[src/rtl/core/cdn_pkg.sv]
package cdn_pkg;

   // Value width for the signed calendar fields and the divider dividend
   localparam int VW = 48;
   // Divisor and remainder width of the constant divider
   localparam int DVW = 18;
   // Reciprocal width and scale (reciprocal = 2^RSH / divisor, rounded down)
   localparam int RW  = 31;
   localparam int RSH = 34;

   localparam logic [DVW-1:0] DIV_60   = DVW'(60);
   localparam logic [DVW-1:0] DIV_24   = DVW'(24);
   localparam logic [DVW-1:0] DIV_12   = DVW'(12);
   localparam logic [DVW-1:0] DIV_400  = DVW'(400);
   localparam logic [DVW-1:0] DIV_ERA  = DVW'(146097);
   localparam logic [DVW-1:0] DIV_1460 = DVW'(1460);
   localparam logic [DVW-1:0] DIV_365  = DVW'(365);
   localparam logic [DVW-1:0] DIV_153  = DVW'(153);
   localparam logic [DVW-1:0] DOE_LAST = DVW'(146096);

   localparam logic [RW-1:0] RCP_60   = RW'((64'd1 << RSH) / 64'd60);
   localparam logic [RW-1:0] RCP_24   = RW'((64'd1 << RSH) / 64'd24);
   localparam logic [RW-1:0] RCP_12   = RW'((64'd1 << RSH) / 64'd12);
   localparam logic [RW-1:0] RCP_400  = RW'((64'd1 << RSH) / 64'd400);
   localparam logic [RW-1:0] RCP_ERA  = RW'((64'd1 << RSH) / 64'd146097);
   localparam logic [RW-1:0] RCP_1460 = RW'((64'd1 << RSH) / 64'd1460);
   localparam logic [RW-1:0] RCP_365  = RW'((64'd1 << RSH) / 64'd365);
   localparam logic [RW-1:0] RCP_153  = RW'((64'd1 << RSH) / 64'd153);

   // Datapath operations, issued in this order
   typedef enum logic [4:0] {
      OP_SEC   = 5'd0,
      OP_MIN   = 5'd1,
      OP_HOUR  = 5'd2,
      OP_MON   = 5'd3,
      OP_ERA   = 5'd4,
      OP_PROD  = 5'd5,
      OP_ZZ    = 5'd6,
      OP_Q1460 = 5'd7,
      OP_Y365  = 5'd8,
      OP_MP    = 5'd9,
      OP_FIN   = 5'd10,
      OP_PK1   = 5'd11,
      OP_PK2   = 5'd12,
      OP_PK3   = 5'd13,
      OP_PK4   = 5'd14,
      OP_PK5   = 5'd15
   } op_type;

   typedef struct packed {
      logic   load;
      logic   start;
      logic   commit;
      logic   emit;
      op_type op;
   } cmd_type;

   typedef struct packed {
      logic div_done;
      logic rsp_busy;
   } sts_type;

   // Operations that need a pass through the divider
   function automatic logic op_divides(input op_type op);
      logic r;
      case (op)
         OP_SEC, OP_MIN, OP_HOUR, OP_MON, OP_ERA,
         OP_ZZ, OP_Q1460, OP_Y365, OP_MP: r = 1'b1;
         default: r = 1'b0;
      endcase
      return r;
   endfunction

   function automatic op_type op_next(input op_type op);
      op_type r;
      case (op)
         OP_SEC:   r = OP_MIN;
         OP_MIN:   r = OP_HOUR;
         OP_HOUR:  r = OP_MON;
         OP_MON:   r = OP_ERA;
         OP_ERA:   r = OP_PROD;
         OP_PROD:  r = OP_ZZ;
         OP_ZZ:    r = OP_Q1460;
         OP_Q1460: r = OP_Y365;
         OP_Y365:  r = OP_MP;
         OP_MP:    r = OP_FIN;
         OP_FIN:   r = OP_PK1;
         OP_PK1:   r = OP_PK2;
         OP_PK2:   r = OP_PK3;
         OP_PK3:   r = OP_PK4;
         OP_PK4:   r = OP_PK5;
         default:  r = OP_SEC;
      endcase
      return r;
   endfunction

   // Reciprocal that goes with each divisor
   function automatic logic [RW-1:0] recip_of(input logic [DVW-1:0] dv);
      logic [RW-1:0] r;
      case (dv)
         DIV_60:   r = RCP_60;
         DIV_24:   r = RCP_24;
         DIV_12:   r = RCP_12;
         DIV_400:  r = RCP_400;
         DIV_ERA:  r = RCP_ERA;
         DIV_1460: r = RCP_1460;
         DIV_365:  r = RCP_365;
         DIV_153:  r = RCP_153;
         default:  r = RCP_60;
      endcase
      return r;
   endfunction

   // Day of a March-based year at which shifted month mp starts
   function automatic logic [8:0] month_start(input logic [3:0] mp);
      logic [8:0] r;
      case (mp)
         4'd0:  r = 9'd0;
         4'd1:  r = 9'd31;
         4'd2:  r = 9'd61;
         4'd3:  r = 9'd92;
         4'd4:  r = 9'd122;
         4'd5:  r = 9'd153;
         4'd6:  r = 9'd184;
         4'd7:  r = 9'd214;
         4'd8:  r = 9'd245;
         4'd9:  r = 9'd275;
         4'd10: r = 9'd306;
         4'd11: r = 9'd337;
         default: r = 9'd0;
      endcase
      return r;
   endfunction

   // Days before year yoe of a 400-year cycle (yoe < 400)
   function automatic logic [17:0] days_before(input logic [8:0] yoe);
      logic [17:0] cent;
      cent = (yoe >= 9'd300) ? 18'd3 : (yoe >= 9'd200) ? 18'd2 :
             (yoe >= 9'd100) ? 18'd1 : 18'd0;
      return 18'(yoe) * 18'd365 + 18'(yoe[8:2]) - cent;
   endfunction

endpackage

[src/rtl/core/cdn_ctrl.sv]
// Sequencer: walks the operation list, one divider pass per dividing step
module cdn_ctrl
   import cdn_pkg::*;
(
   input  logic    clock,
   input  logic    reset,
   input  logic    req_tvalid,
   output logic    req_tready,
   input  sts_type sts,
   output cmd_type cmd
);

   typedef enum logic [4:0] {
      ST_IDLE   = 5'b00001,
      ST_SETUP  = 5'b00010,
      ST_RUN    = 5'b00100,
      ST_COMMIT = 5'b01000,
      ST_OUT    = 5'b10000
   } state_type;

   state_type state_ff, state_in;
   op_type    op_ff, op_in;

   assign req_tready = (state_ff == ST_IDLE);

   always_comb begin
      state_in   = state_ff;
      op_in      = op_ff;
      cmd.load   = 1'b0;
      cmd.start  = 1'b0;
      cmd.commit = 1'b0;
      cmd.emit   = 1'b0;
      cmd.op     = op_ff;
      case (state_ff)
         ST_IDLE: begin
            if (req_tvalid) begin
               cmd.load = 1'b1;
               op_in    = OP_SEC;
               state_in = ST_SETUP;
            end
         end
         ST_SETUP: begin
            cmd.start = 1'b1;
            state_in  = ST_RUN;
         end
         ST_RUN: begin
            if (sts.div_done) begin
               state_in = ST_COMMIT;
            end
         end
         ST_COMMIT: begin
            cmd.commit = 1'b1;
            if (op_ff == OP_PK5) begin
               state_in = ST_OUT;
            end else begin
               op_in    = op_next(op_ff);
               state_in = op_divides(op_next(op_ff)) ? ST_SETUP : ST_COMMIT;
            end
         end
         ST_OUT: begin
            if (!sts.rsp_busy) begin
               cmd.emit = 1'b1;
               state_in = ST_IDLE;
            end
         end
         default: state_in = ST_IDLE;
      endcase
   end

   always_ff @(posedge clock) begin
      if (reset) begin
         state_ff <= ST_IDLE;
         op_ff    <= OP_SEC;
      end else begin
         state_ff <= state_in;
         op_ff    <= op_in;
      end
   end

endmodule

[config.mk]
export PLATFORM = sky130hd
export DESIGN_NAME = cdn_ctrl
export DESIGN_NICKNAME = d
export VERILOG_FILES = /design/src/rtl/core/cdn_pkg.sv /design/src/rtl/core/cdn_ctrl.sv
export SDC_FILE = /design/constraint.sdc
export NUM_CORES = 1
export LEC_CHECK = 0
export BUFFER_PORTS_ARGS = -buffer_cell sky130_fd_sc_hd__buf_2
export CORE_MARGIN = 2
export CORE_UTILIZATION = 35
export CTS_CLUSTER_SIZE = 10
export DETAILED_ROUTE_END_ITERATION = 6
export GPL_TIMING_DRIVEN = 1
export HOLD_SLACK_MARGIN = 0.02
export SETUP_SLACK_MARGIN = 0.05
export SLEW_MARGIN = 20
export SYNTH_ARGS = -nofsm -noshare
export SYNTH_HDL_FRONTEND = slang
export SYNTH_SLANG_ARGS = --single-unit
[constraint.sdc]
create_clock -name clock -period 2.8 [get_ports clock]
set_clock_uncertainty 0.15 [all_clocks]
set_input_delay 0.56 -clock clock [delete_from_list [all_inputs] [get_ports clock]]
set_output_delay 0.56 -clock clock [all_outputs]
set_load 0.02 [all_outputs]
**Word level (Yosys, flattened, before mapping)**

Memory sizes are Yosys's and may differ from the RTL's. A register that Yosys moved wholly into a read port is not among the register bits.
Cells that the tools add are included.

- Equal/unequal tests: 10
- Mux-type cells: 26
- Reduce and logical (&&, ||, !) cells: 3

Operators with widths:

| cell | number |
|---|---|
| $mux 5 | 10 |
| $pmux 5 s5 | 1 |
| $mux 4 | 5 |
| $eq 5x4->1 const B | 2 |
| $pmux 5 s2 | 1 |
| $mux 1 | 9 |
| $ne 2x2->1 const B | 4 |
| $reduce_and 3->1 | 2 |
| $eq 5x1->1 const B | 1 |
| $eq 5x2->1 const B | 1 |
| $eq 5x3->1 const B | 1 |
| $eq 5x5->1 const B | 1 |
| $reduce_bool 2->1 | 1 |

- Word-level logic and storage cells: 44
- Memory bits (read-only): 144
- Input port bits: 5
- Memories: 3
- Bits in registers: 10
- Output and inout bits: 10

Memory list:

| name | words | bits a word | read ports | clocked after Yosys merged registers in | write ports | line | RTL |
|---|---|---|---|---|---|---|---|
| (name not given) | 16 | 4 | 1 | 1 | 0 | cdn_pkg.sv:76 | `case (op)` |
| (name not given) | 16 | 4 | 1 | 1 | 0 | cdn_pkg.sv:76 |  |
| (name not given) | 16 | 1 | 1 | 0 | 0 | cdn_pkg.sv:66 | `case (op)` |

**Longest topological paths before layout**

Gate-level depths: netlist (run 1).
An unclocked memory read counts as a cell.

- Word-level depth: 10
- Mapped depth: 9
- Mapped depth without buffers: 8

**Worst setup path after synthesis (run 1)**

Ideal clock, no wire load.

- Path kind: reg-to-output
- From: reg state_ff[2]
- To: out cmd[5] (netlist bit)
- Stages on the path, launching flop included: 4
- Required time: 2.090 ns
- Path slack: 0.715 ns
- Path buffers: 1
- Arrival: 1.375 ns
- Cell sequence: dfxtp_1 -> buf_2 -> nor3_2 -> nor4bb_1

RTL lines:

| what | line | RTL |
|---|---|---|
| start, declared | cdn_ctrl.sv:21 | `state_type state_ff, state_in;` |
| start signal, assigned | cdn_ctrl.sv:75 | `state_ff <= state_in;` |
| end, declared | cdn_ctrl.sv:10 | `output cmd_type cmd` |

==> summary.txt, run 1 <==
Run status
  – Run status: completed

STA
  – Final WS setup: slightly below 600 ps
  – RSZ-0062 raised after global routing: no
  – FMAX: about 0.45 GHz
  – # setup viols final: 0
  – Max Slew Vio Count: 0
  – Final hold violation count: 0
  – Period utilization: between 70 and 80%
  – Final worst path period need: between 2000 and 2500 ps
  – Setup tns final: 0 ps

Die
  – Die X: between 40 and 50 um
  – I/O pin cnt: 15
  – Initial Util: roughly 37%
  – # rows: 16
  – Die H: approximately 50 um
  – Die area: 2469 um^2
  – Core area: 1962 um^2

Synth
  – Most used DFF post-synth: dfxtp_1
  – Mapped Cells: 82
  – Synth warnings: 0
  – Register bit total from synthesis: 13
  – EDFF count, synth: 0
  – Asr flop ratio synth: 0%
  – Mux share of post-synthesis cell area: 1.370%
  – Cell Area, Synth: approximately 730 um^2
  – Post-Synthesis Net Count: just under 90
  – Post-synthesis sequential area ratio: a little over a third
  – Post-synthesis adder-cell area fraction: under 10%
  – Main combinational cell family by area after synthesis: compound AO/OA/AOI/OAI gates
  – Yosys cell types: 46
  – Xor/xnor share of the synthesized area: ~1.2%
  – Post-synthesis compound-gate area fraction: approximately 26%
  – Simple logic cell fraction of the synthesized area: roughly 25%
  – Syn Area/Cell: just under 9 um^2

Critical path
  – CP Class: flop to output pin
  – Crit. End Element: output pin
  – Worst Path Max Fanout: 10
  – CP Data Required Time: between 2000 and 2500 ps
  – Worst path arrival time: 1500 ps
  – Worst setup SP type: flop

Clock tree
  – Worst-Skew Late Latency: about 280 ps
  – Num Clock Sinks: 13
  – Longest Clk Path Bufs: 2
  – Post_cts resized: 0
  – Clk root buf: clkbuf_4
  – Number of setup buffers added after CTS: 0
  – Clock Pin Slew Worst Setup and Hold Paths: ~70 ps
  – Post-cts hold buffer count: 0
  – CTS tree: yes
  – CTS buffer count: 3
  – CTS H-tree depth: 1

Drt
  – Drt first pass iters: 4
  – Routed WL: between 1.5 and 2 mm
  – Initial DRC Count: 9
  – WL/cell: roughly 13 um
  – DR DRC count: 0
  – Antenna-violating nets left: 0
  – Via count: 665
  – Via/cell ratio: about 5.5

Layout
  – Layout cells sized above 1: about a quarter
  – Ant. Diodes: 0
  – Final nets: approximately 100
  – Layout Cells excl Fill: approximately 120
  – Finished Core Util: roughly two fifths
  – Design area: 823.3 um^2
  – Area grow syn2layout: 12.67%
  – # fillers: ~230

Placed design
  – GPL Wtd Cong: roughly 0.74
  – Input/output buffers: 13
  – Placed inst area: around 800 um^2
  – Setup slack at placement: ~620 ps
  – Half-perimeter wire length after placement: roughly 1.2 mm
  – Placed insts: 117

Global routing
  – Number of global-route vias before repair: about 570
  – Largest net degree at the start of global routing: 13
  – Grt total ovfl: 0
  – Initial antenna violation count: 0
  – GR Util All Layers: ~13%
  – First-pass GRT wire length: around 2.5 mm

Power and ir drop
  – Static leakage: 0.3193 nW
  – PwrDens: 451.9 nW/um^2
  – Peak supply drop: about 0.26 mV

Run
  – Max-Cap Viols: 0

Worst hold path
  – HP Class: flop to flop
## placed cells by master (no fill, tap or decap), types with 2 or more instances in the layout
| cell | count |
|---|---|
| dfxtp_1 | 13 |
| buf_2 | 13 |
| a21oi_1 | 9 |
| nand2_1 | 5 |
| inv_1 | 4 |
| nand3b_1 | 3 |
| o21ai_0 | 3 |
| clkbuf_4 | 3 |
| o2111ai_1 | 2 |
| nor3b_1 | 2 |
| o211ai_1 | 2 |
| ha_1 | 2 |
## worst paths after layout
check                   to  slack, ps  cells after the start   startpoint
setup / recovery    cmd[8]        590                      6  state_ff[1]
setup reg to reg      flop        710                      8  state_ff[3]
hold reg to reg   op_ff[0]        360                      2         flop
hold / removal    op_ff[0]        360                      2         flop
## Yosys cell counts, drive strengths merged, types with 2 or more instances
cell	instances	area share, %
dfxtp	13	36
a21oi	10	7.4
inv	5	2.6
nand2	5	2.6
buf	4	3.9
o21ai	4	2.7
nand3b	3	3.1
nor2	3	2.9
a31oi	2	2.6
and3	2	2.4
ha	2	3.4
nor3	2	2.1
nor3b	2	2.1
o2111ai	2	2.4
o211ai	2	2.1
## power breakdown
part	switching (mW)	internal [mW]	leakage (nW)
combinational	0.0349	0.0223	0.199
sequential	0.00945	0.188	0.105
clock	0.0616	0.0553	0.0150
## worst max-delay path: stages, from the launching register on
cell and delay (ps):
dfxtp_1 420, nor3_2 270, nand3b_1 150, inv_2 110, nand2_1 80, inv_1 50, buf_2 150
## area by class of cell
| type | instances | area, um^2 | share of cell area (%) |
|---|---|---|---|
| flip-flops and latches | 13 | 260.3 | 31.61 |
| well taps | 27 | 33.78 | 4.103 |
| clock buffers | 4 | 26.28 | 3.191 |
| inverters | 5 | 18.77 | 2.280 |
| multi-input cells | 59 | 419.2 | 50.91 |
| repair buffers | 13 | 65.06 | 7.903 |
## metal layers
layer,global-route usage [%],up-vias,share of wire [%]
li1,-,328,-
met1,16.73,307,47
met2,21.33,26,46
met3,2.121,4,4.9
met4,8.333,0,2.2
met5,0,-,0
## cells by family after synthesis
kind of cell	Yosys count
compound gates	28
simple gates	26
flops	13
buf+inv	10
fa+ha+maj	2
other cells	1
xor+xnor	1
mux	1
## through the flow
step | power (mW) | hold WS, ps
2_1_floorplan | 0.2481 | 321.8
3_3_place_gp | 0.2593 | 357.3
3_5_place_dp | 0.2586 | 358.9
4_1_cts | 0.3749 | 369.1
6_report | 0.3720 | 363.0
5_1_grt | 0.3922 | 402.6
Power figures use the tool's default switching activity.
==> run 2: changes to the inputs <==
==> constraint.sdc (replaced) <==
create_clock -name clock -period 2.13 [get_ports clock]
set_clock_uncertainty 0.15 [all_clocks]
set_input_delay 0.426 -clock clock [delete_from_list [all_inputs] [get_ports clock]]
set_output_delay 0.426 -clock clock [all_outputs]
set_load 0.02 [all_outputs]
==> run 2 against run 1 <==
  * First-iteration DRC count rose to 3.9 times the previous value
  * Non-clock buffer count increased by 6
  * Clock-buffer cell count unchanged
  * Largest cell class unchanged
  * Utilization increased by 4.0 points
  * Die area stayed put
  * Largest power group unchanged
  * Wire length is 7.4% higher
  * Sequential power is 30% higher
==> summary.txt, run 2 (synthesis gave the netlist of run 1 again) <==
Run status
  – Run status: completed

Layout
  – Most common cell after layout, fill and taps aside: buf_2
  – Final nets: 108 (+5.9%)
  – Ant. Diodes: 0 (unchanged)
  – Area grow syn2layout: 23.29%
  – Layout cells sized above 1: 38.00% (+11 points)
  – Design area: 900.9 um^2 (+9.4%)
  – Most frequent cells in the layout: buf_2, dfxtp_1, a21oi_1, buf_4, nand2_1
  – # fillers: 208 (-8.8%)

Critical path
  – CP endpoint: cmd[8]
  – CP Class: flop to output pin
  – Crit. End Element: output pin
  – Worst Path Max Fanout: 6 (-4)
  – Reg2reg setup slack: 160 ps (-550 ps)
  – R2R cell count: 8 (unchanged)
  – Worst setup SP type: flop
  – Worst reg2reg path startpoint: op_ff[3]
  – CP startpoint: state_ff[3]
  – CP Data Required Time: 1550 ps (-540 ps)
  – Worst path arrival time: 1470 ps (-30 ps)

Drt
  – Via/cell ratio: 5.409 (-1.6%)
  – Drt first pass iters: 4 (unchanged)
  – WL/cell: 12.87 um (+2.3%)
  – Initial DRC Count: 35 (+26)
  – DR DRC count: 0 (unchanged)
  – Routed WL: 1.635 mm (+7.4%)
  – Via count: 687 (+3.3%)
  – Antenna-violating nets left: 0 (unchanged)

Global routing
  – GR peak layer: met2
  – First-pass GRT wire length: 2.608 mm (+6.2%)
  – Initial antenna violation count: 0 (unchanged)
  – Met2 GRT Util: 22.00% (+0.67 points)
  – Number of global-route vias before repair: 582 (+3.0%)
  – GR Util All Layers: 13.67% (+0.29 points)
  – Largest net degree at the start of global routing: 13 (unchanged)
  – Met3 GRT Util: 2.727% (+0.61 points)
  – Met1 Use GR: 17.76% (+1.0 points)
  – Grt total ovfl: 0 (unchanged)

Die
  – Die area: 2469 um^2 (unchanged)
  – I/O pin cnt: 15 (unchanged)
  – # rows: 16 (unchanged)
  – Die H: 49.69 um (unchanged)
  – Core area: 1962 um^2 (unchanged)
  – Die X: 49.69 um (unchanged)
  – Initial Util: 37.24% (unchanged)

Run
  – Max-Cap Viols: 0 (unchanged)

STA
  – Max Slew Vio Count: 0 (unchanged)
  – Hold_ws: 327.2 ps (-35.86 ps)
  – Final worst path period need: approximately 2000 ps
  – FMAX: roughly 0.49 GHz
  – # setup viols final: 0 (unchanged)
  – Final hold violation count: 0 (unchanged)
  – Period utilization: a little over nine tenths
  – RSZ-0062 raised after global routing: yes

Power and ir drop
  – Static leakage: 0.3556 nW (+11%)
  – Peak supply drop: 0.2942 mV (+11%)
  – PwrDens: 569.8 nW/um^2 (+26%)

Clock tree
  – CTS H-tree depth: 1 (unchanged)
  – Clk root buf: clkbuf_4
  – Post-cts hold buffer count: 0 (unchanged)
  – Clock Pin Slew Worst Setup and Hold Paths: 80 ps (about the same)
  – Worst-Skew Late Latency: 270 ps (about the same)
  – CTS buffer count: 3 (unchanged)
  – Longest Clk Path Bufs: 2 (unchanged)
  – CTS tree: yes
  – Num Clock Sinks: 13 (unchanged)

Placed design
  – Input/output buffers: 13 (unchanged)
  – Half-perimeter wire length after placement: 1.254 mm (+6.1%)
  – GPL Wtd Cong: 0.7643 (+3.0%)
  – Placed inst area: 827.0 um^2 (+3.8%)

Worst hold path
  – HP Class: input pin to flop
-- run 2: area by class of cell --
class	count	area [um^2]	area share [%]
timing repair buffer	19	112.6	12.50
sequential	13	264.0	29.31
inverter	5	18.77	2.083
multi-input combinational	59	445.4	49.44
clock buffer	4	26.28	2.917
tap	27	33.78	3.750
-- run 2: worst min path at each step --
| stage | startpoint | end | slack (ps) | cells after the start |
|---|---|---|---|---|
| floorplan | flop | op_ff[1] | 320 | 2 |
| global placement | flop | op_ff[0] | 360 | 2 |
| detailed placement | flop | op_ff[0] | 360 | 2 |
| CTS | req_tvalid | state_ff[4] | 340 | 3 |
| global route | sts[1] | state_ff[2] | 350 | 4 |
| finish | sts[1] | state_ff[2] | 330 | 4 |
-- run 2: routing by layer --
| metal | up-vias | share of wire [%] |
|---|---|---|
| met5 | - | 0 |
| met4 | 0 | 1.0 |
| met3 | 2 | 6.0 |
| met2 | 23 | 46 |
| met1 | 323 | 47 |
| li1 | 339 | - |
-- run 2: worst max-delay path: stages, from the launching register on --
cell and delay (ps):
dfxtp_2 350, buf_4 160, nor3_4 210, nand3b_1 140, inv_2 100, nand2_1 70
inv_1 50, buf_4 130
-- run 2: what timing repair did --
| item | CTS | global route |
|---|---|---|
| pin swaps | 0 | 2 |
| buffers inserted | 1 | 1 |
| endpoints found under the hold margin | 0 | 0 |
| resized for setup | 2 | 7 |
| endpoints found under the setup margin | 2 | 4 |
-- run 2: per-stage QoR --
stage | worst slack (ps) | power [mW] | cells | util, % | setup TNS (ps)
CTS | 54.46 | 0.5075 | 126 | 44.26 | 0
global placement | 145.5 | 0.3499 | 121 | 42.16 | 0
global route | -0.4081 | 0.5355 | 127 | 45.92 | -0.4081
finish | 84.95 | 0.5133 | 127 | 45.92 | 0
detailed placement | 139.2 | 0.3488 | 121 | 42.16 | 0
floorplan | 179.2 | 0.3261 | 82 | - | 0
-- run 2: report_power, final --
group | internal [mW] | total, mW | switching, mW
clock | 0.0725 | 0.155 | 0.0822
sequential | 0.248 | 0.257 | 0.00814
combinational | 0.0457 | 0.102 | 0.0563
total | 0.367 | 0.513 | 0.147
